$ cat src/rtl/core/adsd_pkg.sv
// Shared widths, codes and types of the argmax sequence decoder.
`timescale 1ns / 1ps
`default_nettype none

package adsd_pkg;

    // Field widths
    localparam int SCORE_W = 16;
    localparam int INDEX_W = 8;
    localparam int SUM_W   = 27;
    localparam int COUNT_W = 11;

    // Defaults for the top-level parameters
    localparam int DEF_MAX_CLASSES = 256;
    localparam int DEF_MAX_STEPS   = 1024;

    // Threshold after reset, 0.3 in Q0.16
    localparam logic [SCORE_W-1:0] THRESHOLD_RESET = 16'd19661;

    // Command queue between front and back
    localparam int QUEUE_DEPTH = 4;
    localparam int QPTR_W      = $clog2(QUEUE_DEPTH);
    localparam int QCNT_W      = $clog2(QUEUE_DEPTH + 1);

    // Result kinds
    localparam logic KIND_TOKEN   = 1'b0;
    localparam logic KIND_AVERAGE = 1'b1;

    // One finished step, as handed from front to back
    typedef struct packed {
        logic               keep;
        logic               seq_end;
        logic [INDEX_W-1:0] index;
        logic [SCORE_W-1:0] score;
    } cmd_t;

    // Queue occupancy seen by both sides
    typedef struct packed {
        logic full;
        logic empty;
    } queue_status_t;

    // Back-end sequencer
    typedef enum logic [1:0] {
        BK_IDLE,
        BK_DIV,
        BK_AVG
    } back_state_t;

endpackage

`default_nettype wire

$ cat src/rtl/core/adsd_ifs.sv
// Valid/ready channel interfaces for score words and result words.
`timescale 1ns / 1ps
`default_nettype none

interface adsd_score_if;
    import adsd_pkg::*;

    logic               valid;
    logic               ready;
    logic [SCORE_W-1:0] score;
    logic               step_end;
    logic               sequence_end;

    modport source (output valid, output score, output step_end, output sequence_end,
                    input ready);
    modport sink   (input valid, input score, input step_end, input sequence_end,
                    output ready);
endinterface

interface adsd_result_if;
    import adsd_pkg::*;

    logic               valid;
    logic               ready;
    logic               kind;
    logic [INDEX_W-1:0] token_index;
    logic [SCORE_W-1:0] token_score;
    logic [SCORE_W-1:0] average_score;
    logic               empty_sequence;
    logic               last;

    modport source (output valid, output kind, output token_index, output token_score,
                    output average_score, output empty_sequence, output last,
                    input ready);
    modport sink   (input valid, input kind, input token_index, input token_score,
                    input average_score, input empty_sequence, input last,
                    output ready);
endinterface

`default_nettype wire

$ cat src/rtl/core/adsd_front.sv
// Front end: per-step argmax tracking and threshold classification.
`timescale 1ns / 1ps
`default_nettype none

module adsd_front #(
    parameter int MAX_CLASSES = adsd_pkg::DEF_MAX_CLASSES
) (
    input  wire logic                          clk,
    input  wire logic                          rst_n,
    input  wire logic [adsd_pkg::SCORE_W-1:0]  keep_threshold,
    adsd_score_if.sink                         scores,
    input  wire adsd_pkg::queue_status_t       qstat,
    output logic                               push,
    output adsd_pkg::cmd_t                     cmd
);
    import adsd_pkg::*;

    localparam int INDEX_MAX     = (1 << INDEX_W) - 1;
    localparam int INDEX_CAP_INT = (MAX_CLASSES - 1 < INDEX_MAX) ? MAX_CLASSES - 1 : INDEX_MAX;
    localparam logic [INDEX_W-1:0] INDEX_CAP = INDEX_W'(INDEX_CAP_INT);

    logic [SCORE_W-1:0] best_score_reg,    best_score_next;
    logic [INDEX_W-1:0] best_index_reg,    best_index_next;
    logic [INDEX_W-1:0] class_counter_reg, class_counter_next;

    logic               accept;
    logic               take;
    logic [SCORE_W-1:0] cand_score;
    logic [INDEX_W-1:0] cand_index;

    // Stall whenever the queue is full, as it then cannot take a finished step
    assign scores.ready = !qstat.full;
    assign accept       = scores.valid && scores.ready;

    // First class of a step always wins; later ones need a strictly higher score
    always_comb
    begin
        take       = (class_counter_reg == '0) || (scores.score > best_score_reg);
        cand_score = take ? scores.score : best_score_reg;
        cand_index = take ? class_counter_reg : best_index_reg;
    end

    // Hand the finished step to the back end
    always_comb
    begin
        push         = accept && scores.step_end;
        cmd.keep     = (cand_score >= keep_threshold);
        cmd.seq_end  = scores.sequence_end;
        cmd.index    = cand_index;
        cmd.score    = cand_score;
    end

    // Advance the step state; clear it at step end
    always_comb
    begin
        best_score_next    = best_score_reg;
        best_index_next    = best_index_reg;
        class_counter_next = class_counter_reg;
        if (accept)
        begin
            if (scores.step_end)
            begin
                best_score_next    = '0;
                best_index_next    = '0;
                class_counter_next = '0;
            end
            else
            begin
                best_score_next = cand_score;
                best_index_next = cand_index;
                if (class_counter_reg < INDEX_CAP)
                begin
                    class_counter_next = class_counter_reg + 1'b1;
                end
            end
        end
    end

    always_ff @(posedge clk or negedge rst_n)
    begin
        if (!rst_n)
        begin
            best_score_reg    <= '0;
            best_index_reg    <= '0;
            class_counter_reg <= '0;
        end
        else
        begin
            best_score_reg    <= best_score_next;
            best_index_reg    <= best_index_next;
            class_counter_reg <= class_counter_next;
        end
    end

endmodule

`default_nettype wire

$ cat src/rtl/core/adsd_queue.sv
// Small command queue decoupling the front end from the back end.
`timescale 1ns / 1ps
`default_nettype none

module adsd_queue (
    input  wire logic                     clk,
    input  wire logic                     rst_n,
    input  wire logic                     push,
    input  wire adsd_pkg::cmd_t           push_cmd,
    input  wire logic                     pop,
    output adsd_pkg::cmd_t                head_cmd,
    output adsd_pkg::queue_status_t       qstat
);
    import adsd_pkg::*;

    localparam logic [QCNT_W-1:0] DEPTH = QCNT_W'(QUEUE_DEPTH);

    cmd_t              entries [QUEUE_DEPTH];
    logic [QPTR_W-1:0] wr_ptr_reg;
    logic [QPTR_W-1:0] rd_ptr_reg;
    logic [QCNT_W-1:0] fill_reg;

    assign qstat.full  = (fill_reg == DEPTH);
    assign qstat.empty = (fill_reg == '0);
    assign head_cmd    = entries[rd_ptr_reg];

    // Write the incoming command
    always_ff @(posedge clk)
    begin
        if (push)
        begin
            entries[wr_ptr_reg] <= push_cmd;
        end
    end

    // Advance pointers and fill count
    always_ff @(posedge clk or negedge rst_n)
    begin
        if (!rst_n)
        begin
            wr_ptr_reg <= '0;
            rd_ptr_reg <= '0;
            fill_reg   <= '0;
        end
        else
        begin
            if (push)
            begin
                wr_ptr_reg <= wr_ptr_reg + 1'b1;
            end
            if (pop)
            begin
                rd_ptr_reg <= rd_ptr_reg + 1'b1;
            end
            if (push && !pop)
            begin
                fill_reg <= fill_reg + 1'b1;
            end
            else if (pop && !push)
            begin
                fill_reg <= fill_reg - 1'b1;
            end
        end
    end

    // A push into a full queue or a pop from an empty one loses a step
    a_no_overflow: assert property (@(posedge clk) disable iff (!rst_n)
        push |-> (!qstat.full || pop))
        else $error("command queue overflow");
    a_no_underflow: assert property (@(posedge clk) disable iff (!rst_n)
        pop |-> !qstat.empty)
        else $error("command queue underflow");
    a_fill_bound: assert property (@(posedge clk) disable iff (!rst_n)
        fill_reg <= DEPTH)
        else $error("command queue fill count out of range");

endmodule

`default_nettype wire

$ cat src/rtl/core/adsd_back.sv
// Back end: running sum, serial average divider and result register.
`timescale 1ns / 1ps
`default_nettype none

module adsd_back #(
    parameter int MAX_STEPS = adsd_pkg::DEF_MAX_STEPS
) (
    input  wire logic                     clk,
    input  wire logic                     rst_n,
    input  wire adsd_pkg::cmd_t           cmd,
    input  wire adsd_pkg::queue_status_t  qstat,
    output logic                          pop,
    adsd_result_if.source                 results
);
    import adsd_pkg::*;

    localparam int COUNT_MAX     = (1 << COUNT_W) - 1;
    localparam int COUNT_CAP_INT = (MAX_STEPS < COUNT_MAX) ? MAX_STEPS : COUNT_MAX;
    localparam logic [COUNT_W-1:0] COUNT_CAP = COUNT_W'(COUNT_CAP_INT);
    localparam int STEP_W = $clog2(SUM_W);
    localparam logic [STEP_W-1:0] STEP_LAST = STEP_W'(SUM_W - 1);

    back_state_t        state_reg, state_next;

    logic [SUM_W-1:0]   sum_reg;
    logic [COUNT_W-1:0] count_reg;
    logic [SUM_W-1:0]   dvd_reg;
    logic [COUNT_W-1:0] divisor_reg;
    logic [COUNT_W-1:0] rem_reg;
    logic [SCORE_W-1:0] quo_reg;
    logic [STEP_W-1:0]  step_reg;

    logic               out_valid_reg;
    logic               out_kind_reg;
    logic [INDEX_W-1:0] out_index_reg;
    logic [SCORE_W-1:0] out_token_reg;
    logic [SCORE_W-1:0] out_avg_reg;
    logic               out_empty_reg;
    logic               out_last_reg;

    logic               out_free;
    logic               load_token;
    logic               load_avg;
    logic               div_start;
    logic               add_ok;
    logic [SUM_W-1:0]   sum_upd;
    logic [COUNT_W-1:0] count_upd;
    logic [COUNT_W:0]   trial;
    logic               trial_ge;

    assign out_free = !out_valid_reg || results.ready;

    // Next state
    always_comb
    begin
        state_next = state_reg;
        case (state_reg)
            BK_IDLE:
            begin
                if (!qstat.empty && out_free && cmd.seq_end)
                begin
                    state_next = BK_DIV;
                end
            end
            BK_DIV:
            begin
                if (step_reg == STEP_LAST)
                begin
                    state_next = BK_AVG;
                end
            end
            BK_AVG:
            begin
                if (out_free)
                begin
                    state_next = BK_IDLE;
                end
            end
            default:
            begin
                state_next = BK_IDLE;
            end
        endcase
    end

    // Sequencer outputs
    always_comb
    begin
        pop        = 1'b0;
        load_avg   = 1'b0;
        case (state_reg)
            BK_IDLE:
            begin
                pop = !qstat.empty && out_free;
            end
            BK_AVG:
            begin
                load_avg = out_free;
            end
            default:
            begin
                pop      = 1'b0;
                load_avg = 1'b0;
            end
        endcase
        load_token = pop && cmd.keep;
        div_start  = pop && cmd.seq_end;
    end

    // Accumulate a kept step unless the count has saturated
    always_comb
    begin
        add_ok    = cmd.keep && (count_reg < COUNT_CAP);
        sum_upd   = add_ok ? sum_reg + SUM_W'(cmd.score) : sum_reg;
        count_upd = add_ok ? count_reg + 1'b1 : count_reg;
    end

    // One restoring-division step: shift in the next dividend bit, subtract if it fits
    always_comb
    begin
        trial    = {rem_reg, dvd_reg[SUM_W-1]};
        trial_ge = (trial >= {1'b0, divisor_reg});
    end

    always_ff @(posedge clk or negedge rst_n)
    begin
        if (!rst_n)
        begin
            state_reg <= BK_IDLE;
            sum_reg   <= '0;
            count_reg <= '0;
        end
        else
        begin
            state_reg <= state_next;
            if (pop)
            begin
                if (cmd.seq_end)
                begin
                    sum_reg   <= '0;
                    count_reg <= '0;
                end
                else
                begin
                    sum_reg   <= sum_upd;
                    count_reg <= count_upd;
                end
            end
        end
    end

    // Divider datapath
    always_ff @(posedge clk)
    begin
        if (div_start)
        begin
            dvd_reg     <= sum_upd;
            divisor_reg <= count_upd;
            rem_reg     <= '0;
            quo_reg     <= '0;
            step_reg    <= '0;
        end
        else if (state_reg == BK_DIV)
        begin
            dvd_reg  <= {dvd_reg[SUM_W-2:0], 1'b0};
            rem_reg  <= trial_ge ? COUNT_W'(trial - {1'b0, divisor_reg})
                                 : trial[COUNT_W-1:0];
            quo_reg  <= {quo_reg[SCORE_W-2:0], trial_ge};
            step_reg <= step_reg + 1'b1;
        end
    end

    // Output register: hold until taken, load the next word
    always_ff @(posedge clk or negedge rst_n)
    begin
        if (!rst_n)
        begin
            out_valid_reg <= 1'b0;
        end
        else if (load_token || load_avg)
        begin
            out_valid_reg <= 1'b1;
        end
        else if (results.ready)
        begin
            out_valid_reg <= 1'b0;
        end
    end

    always_ff @(posedge clk)
    begin
        if (load_token)
        begin
            out_kind_reg  <= KIND_TOKEN;
            out_index_reg <= cmd.index;
            out_token_reg <= cmd.score;
            out_avg_reg   <= '0;
            out_empty_reg <= 1'b0;
            out_last_reg  <= 1'b0;
        end
        else if (load_avg)
        begin
            out_kind_reg  <= KIND_AVERAGE;
            out_index_reg <= '0;
            out_token_reg <= '0;
            out_avg_reg   <= (divisor_reg == '0) ? '0 : quo_reg;
            out_empty_reg <= (divisor_reg == '0);
            out_last_reg  <= 1'b1;
        end
    end

    assign results.valid          = out_valid_reg;
    assign results.kind           = out_kind_reg;
    assign results.token_index    = out_index_reg;
    assign results.token_score    = out_token_reg;
    assign results.average_score  = out_avg_reg;
    assign results.empty_sequence = out_empty_reg;
    assign results.last           = out_last_reg;

    // The divider starts only from a popped sequence-end command
    a_div_entry: assert property (@(posedge clk) disable iff (!rst_n)
        (state_reg == BK_DIV && $past(state_reg) != BK_DIV) |-> $past(div_start))
        else $error("divider entered without a sequence end");
    // The average is loaded only after the full number of division steps
    a_div_length: assert property (@(posedge clk) disable iff (!rst_n)
        (state_reg == BK_AVG && $past(state_reg) == BK_DIV) |-> $past(step_reg) == STEP_LAST)
        else $error("divider left early");
    // Only the average word closes a sequence
    a_last_kind: assert property (@(posedge clk) disable iff (!rst_n)
        results.valid |-> (results.last == (results.kind == KIND_AVERAGE)))
        else $error("last flag does not match word kind");
    // An empty sequence reports a zero average
    a_empty_zero: assert property (@(posedge clk) disable iff (!rst_n)
        (results.valid && results.empty_sequence) |-> (results.average_score == '0))
        else $error("empty sequence with nonzero average");

endmodule

`default_nettype wire

$ cat src/rtl/core/argmax_sequence_decode_core.sv
// Top level of the greedy argmax sequence decoder with confidence threshold.
//
//   channel    dir   handshake        payload
//   scores     in    valid/ready      score[15:0], step_end, sequence_end
//   results    out   valid/ready      kind, token_index, token_score,
//                                     average_score, empty_sequence, last
//   config     in    cfg_write_en     cfg_write_data[15:0] -> keep_threshold
//
// The front end takes one score word per cycle while the command queue has room.
// A sequence end sends the back end through the serial divider (one quotient
// bit per cycle over the 27-bit sum), after which it loads the average word.
// The 4-entry command queue holds up to four step ends while the divider runs, so
// scores stall only when the queue fills up while the divider runs or while results
// are not taken.
// Reset is asynchronous and active low; keep_threshold resets to 0.3 (19661).
// The result register holds a word until it is taken.
`timescale 1ns / 1ps
`default_nettype none

module argmax_sequence_decode_core #(
    parameter int MAX_CLASSES = adsd_pkg::DEF_MAX_CLASSES,
    parameter int MAX_STEPS   = adsd_pkg::DEF_MAX_STEPS
) (
    input  wire logic                         clk,
    input  wire logic                         rst_n,
    adsd_score_if.sink                        scores,
    adsd_result_if.source                     results,
    input  wire logic                         cfg_write_en,
    input  wire logic [adsd_pkg::SCORE_W-1:0] cfg_write_data
);
    import adsd_pkg::*;

    logic [SCORE_W-1:0] keep_threshold_reg;
    logic               push;
    logic               pop;
    cmd_t               push_cmd;
    cmd_t               head_cmd;
    queue_status_t      qstat;

    // Threshold register
    always_ff @(posedge clk or negedge rst_n)
    begin
        if (!rst_n)
        begin
            keep_threshold_reg <= THRESHOLD_RESET;
        end
        else if (cfg_write_en)
        begin
            keep_threshold_reg <= cfg_write_data;
        end
    end

    adsd_front #(
        .MAX_CLASSES (MAX_CLASSES)
    ) u_front (
        .clk            (clk),
        .rst_n          (rst_n),
        .keep_threshold (keep_threshold_reg),
        .scores         (scores),
        .qstat          (qstat),
        .push           (push),
        .cmd            (push_cmd)
    );

    adsd_queue u_queue (
        .clk      (clk),
        .rst_n    (rst_n),
        .push     (push),
        .push_cmd (push_cmd),
        .pop      (pop),
        .head_cmd (head_cmd),
        .qstat    (qstat)
    );

    adsd_back #(
        .MAX_STEPS (MAX_STEPS)
    ) u_back (
        .clk     (clk),
        .rst_n   (rst_n),
        .cmd     (head_cmd),
        .qstat   (qstat),
        .pop     (pop),
        .results (results)
    );

endmodule

`default_nettype wire
$ cat src/flat_wrapper.sv
// flat-port wrapper written by rule: the top's interface ports become plain ports
module argmax_sequence_decode_core_flat import adsd_pkg::*;
#(
    parameter int MAX_CLASSES = adsd_pkg::DEF_MAX_CLASSES,
    parameter int MAX_STEPS   = adsd_pkg::DEF_MAX_STEPS
)
  (clk, rst_n, cfg_write_en, cfg_write_data, scores_valid, scores_score, scores_step_end, scores_sequence_end, scores_ready, results_valid, results_kind, results_token_index, results_token_score, results_average_score, results_empty_sequence, results_last, results_ready);
  adsd_score_if scores_i ();
  adsd_result_if results_i ();
  input  wire logic clk;
  input  wire logic rst_n;
  input  wire logic cfg_write_en;
  input  wire logic [adsd_pkg::SCORE_W-1:0] cfg_write_data;
  input wire logic [$bits(scores_i.valid)-1:0] scores_valid;
  input wire logic [$bits(scores_i.score)-1:0] scores_score;
  input wire logic [$bits(scores_i.step_end)-1:0] scores_step_end;
  input wire logic [$bits(scores_i.sequence_end)-1:0] scores_sequence_end;
  output wire logic [$bits(scores_i.ready)-1:0] scores_ready;
  output wire logic [$bits(results_i.valid)-1:0] results_valid;
  output wire logic [$bits(results_i.kind)-1:0] results_kind;
  output wire logic [$bits(results_i.token_index)-1:0] results_token_index;
  output wire logic [$bits(results_i.token_score)-1:0] results_token_score;
  output wire logic [$bits(results_i.average_score)-1:0] results_average_score;
  output wire logic [$bits(results_i.empty_sequence)-1:0] results_empty_sequence;
  output wire logic [$bits(results_i.last)-1:0] results_last;
  input wire logic [$bits(results_i.ready)-1:0] results_ready;
  assign scores_i.valid = scores_valid;
  assign scores_i.score = scores_score;
  assign scores_i.step_end = scores_step_end;
  assign scores_i.sequence_end = scores_sequence_end;
  assign scores_ready = scores_i.ready;
  assign results_valid = results_i.valid;
  assign results_kind = results_i.kind;
  assign results_token_index = results_i.token_index;
  assign results_token_score = results_i.token_score;
  assign results_average_score = results_i.average_score;
  assign results_empty_sequence = results_i.empty_sequence;
  assign results_last = results_i.last;
  assign results_i.ready = results_ready;
  argmax_sequence_decode_core #(.MAX_CLASSES(MAX_CLASSES), .MAX_STEPS(MAX_STEPS)) u_core (.clk(clk), .rst_n(rst_n), .scores(scores_i), .results(results_i), .cfg_write_en(cfg_write_en), .cfg_write_data(cfg_write_data));
endmodule
$ cat config.mk
export PLATFORM = sky130hd
export DESIGN_NAME = argmax_sequence_decode_core_flat
export DESIGN_NICKNAME = d
export VERILOG_FILES = /design/src/rtl/core/adsd_pkg.sv /design/src/rtl/core/adsd_ifs.sv /design/src/rtl/core/adsd_front.sv /design/src/rtl/core/adsd_queue.sv /design/src/rtl/core/adsd_back.sv /design/src/rtl/core/argmax_sequence_decode_core.sv /design/src/flat_wrapper.sv
export SDC_FILE = /design/constraint.sdc
export NUM_CORES = 1
export LEC_CHECK = 0
export BUFFER_PORTS_ARGS = -buffer_cell sky130_fd_sc_hd__buf_2
export CORE_MARGIN = 2
export CORE_UTILIZATION = 28
export CTS_CLUSTER_SIZE = 14
export DETAILED_ROUTE_END_ITERATION = 7
export GPL_TIMING_DRIVEN = 0
export HOLD_SLACK_MARGIN = 0.15
export PLACE_DENSITY = 0.51
export SYNTH_ARGS = -nofsm -noshare
export SYNTH_HDL_FRONTEND = slang
export SYNTH_HIERARCHICAL = 1
export SYNTH_SLANG_ARGS = --single-unit
$ cat constraint.sdc
create_clock -name clk -period 7.7 [get_ports clk]
set_input_delay 1.54 -clock clk [delete_from_list [all_inputs] [get_ports clk]]
set_output_delay 1.54 -clock clk [all_outputs]
set_load 0.02 [all_outputs]
==> summary.txt <==
Drc violations = 0
RSZ-0062 raised after global routing = false
Leak = 0.00741 uW
Post-Syn Area = 15500 um^2
DRT iter0 DRCs = 676
Initial Util = 28.3%
# rows = 86
First-pass GRT wire length = 63.5 mm
Worst path arrival time = 5460 ps
Clk_lat worst skew = 560 ps
Wire length per cell = 17.7 um
Synthesized area per cell = 11.2 um^2
Min Clock Period, post-route = 5270 ps
Synth-to-layout area growth = 17.3%
Largest register FFs = 104
Fin util = 33.1%
Setup Viol. Count Final = 0
Crit path launch type = input port
Gpl congestion = 0.841
Number of synthesized register bits = 312
Gr ovfl total = 0
Initial antenna violation count = 0
Worst slew margin = 13.0%
Vias in the first global route = 11300
Ys async rst share = 30.8%
Status = finished, final reports clean
Clk root buf = clkbuf_16
Core box area = 55000 um^2
Post-synth EDFFs = 166
Slew at the pin closest to its max-slew limit = 1300 ps
Die Wd = 240 um
Final #Nets = 1619
Largest net degree at the start of global routing = 58
Max-slew violations = 0
DR vias = 11100
Crit path max-delay cell type = o21ai_0
Setup Skew = 29.0 ps
# clock sinks = 312
Setup WS post-layout = 2430 ps
Setup Crit Path Kind = input port to register
Hold Buf Count CTS = 0
CP startpoint = scores_score[15]
Mapped Cells = 1387
Required time of the critical path = 7880 ps
CTS H-tree lvls = 2
GRT Total Usage = 14.3%
Worst min path class = register to register
Worst Path Buf+Inv = 2
Crit share post-route = 68.5%
Yosys warning count = 6
Max IR drop VDD = 0.212 mV
Total negative slack = 0 ps
Reg2reg end = u_core/u_queue/entries[0][25]$_DFFE_PP_
Delay-heaviest family, CP = compound AO/OA/AOI/OAI gates
Peak Freq = 190 MHz
Share of layout cells above drive strength 1 = 15.5%
Start of the worst register-to-register path = u_core/u_front/best_score_reg[15]$_DFFE_PN0P_
Total chip power = 7850 uW
Final ANT Viol Nets = 0
CTS tree = built
CP endpoint kind = register
Worst R2R Setup Slack = 3120 ps
Reg2reg path depth = 13
Worst hold stages = 2
Post-DP HPWL = 28.8 mm
Post-Route WL = 40.4 mm
IO buf count = 81
CTS max path bufs = 3
Post-synth net total = 1498
Vias/cell = 4.86
Sequential fraction of the synthesis area = 54.1%
CP Cell Sequence = buf_2 > ha_1 > nand4_1 > nor4_1 > and4_1 > o21ai_4 > buf_4 > o21ai_0 > ha_1 > a21o_1 > a21o_1 > a221oi_1 > o221ai_1
Post-CTS Setup Inserts = 0
Hold Slack = 472 ps
Antenna Cells = 0
Library cells used by synthesis = 80
CP max FO = 10
Die Y = 240 um
Num CTS Buffers = 37
Final Hold Fails = 0
Power per Cell Area = 431 nW/um^2
Worst-path clk slew = 60 ps
Post-CTS sizing = 0
Main synth FF type = edfxtp_1
# IOs = 84
Die ar. = 57400 um^2
Router iterations before antenna repair = 5
Pre-CTS WS = 1770 ps
Maxcap violations = 0
Min-delay src = u_core/u_back/quo_reg[15]$_SDFFE_PP0P_
Slowest stage delay, CP = 690 ps
Hold Crit Endpoint = u_core/u_back/quo_reg[15]$_SDFFE_PP0P_
## cell families after synthesis
logic type                 Yosys count  share of synthesized area, %
and+or+nand+nor                    441                          13.7
DFF                                312                          54.1
AOI/OAI and AO/OA                  300                          12.7
buffers and inverters              159                          4.66
adders and majority gates           72                          5.94
muxes                               54                          6.15
xor gates and xnor gates            49                          2.76
## cell usage after synthesis, drive strengths merged (18+ instances only)
| cell type | n | area share (%) |
|---|---|---|
| nor2 | 59 | 1.4 |
| o311ai | 25 | 1.4 |
| inv | 78 | 1.9 |
| nand4 | 25 | 1.0 |
| buf | 38 | 1.7 |
| clkbuf | 43 | 1.0 |
| xor2 | 29 | 1.6 |
| dfxtp | 50 | 6.4 |
| and3 | 46 | 1.9 |
| dfrtp | 88 | 14 |
| o21ai | 107 | 3.5 |
| mux4 | 26 | 4.0 |
| nand2 | 173 | 4.2 |
| nand3 | 65 | 2.1 |
| xnor2 | 20 | 1.1 |
| a21o | 18 | 0.87 |
| a22o | 20 | 1.1 |
| a21oi | 45 | 1.5 |
| edfxtp | 166 | 32 |
| ha | 69 | 5.6 |
## stage by stage
step / instance area [um^2] / instances
after floorplan: 15500 / 1387
after global placement: 16900 / 2216
after detailed placement: 16900 / 2217
after CTS: 18200 / 2284
after global routing: 18200 / 2284
final: 18200 / 2284
## placed cells by master, fill, tap and decap left out, drive strengths merged, types with 20 or more instances in the layout
cell    instances
a21oi          45
a22o           20
and3           46
buf           120
clkbuf         93
dfrtp          88
dfxtp          50
edfxtp        166
ha             69
inv            81
mux4           26
nand2         173
nand3          65
nand4          25
nor2           59
o21ai         107
o311ai         25
xnor2          20
xor2           29
## worst reg2reg max path, stage by stage (launching register included)
cell	delay [ps]
dfrtp_1	340
inv_1	70
ha_1	320
nand4_1	210
nor4_1	430
and4_1	380
o21ai_4	140
buf_4	200
o21ai_0	690
ha_1	390
a21o_1	180
a21o_1	180
a221oi_1	290
o221ai_1	380
## report_power, final
group / internal [uW] / switching [uW]
logic: 1210 / 2160
registers: 2350 / 263
clock network: 1150 / 721
## how the worst max path moves through the flow
stage	endpoint	slack, ps	cells after the start
2_1_floorplan	u_core/u_queue/entries[0][25]$_DFFE_PP_	3020	15
3_3_place_gp	u_core/u_queue/entries[2][25]$_DFFE_PP_	1900	14
3_5_place_dp	u_core/u_queue/entries[3][25]$_DFFE_PP_	1770	13
4_1_cts	u_core/u_queue/entries[0][25]$_DFFE_PP_	2390	13
5_1_grt	u_core/u_queue/entries[0][25]$_DFFE_PP_	2190	13
6_report	u_core/u_queue/entries[0][25]$_DFFE_PP_	2430	13
## final cells by class
| cell class | instances | area (um^2) |
|---|---|---|
| plain buffers | 81 | 432 |
| clock buffers | 50 | 1070 |
| clock inverters | 17 | 240 |
| fillers | 5558 | 36800 |
| inverters | 78 | 293 |
| multi-input cells | 916 | 6420 |
| flip-flops and latches | 312 | 8400 |
| well taps | 748 | 936 |
| repair buffers | 82 | 435 |
## metal layers
metal	wire length, um	track usage (%)	share of wire (%)	vias up
li1	-	-	-	5358
met1	17900	18.1	44	5409
met2	19000	24.0	47	259
met3	2180	2.88	5.4	77
met4	1380	5.72	3.4	0
met5	0	0	0	-
Power figures use the tool's default switching activity.
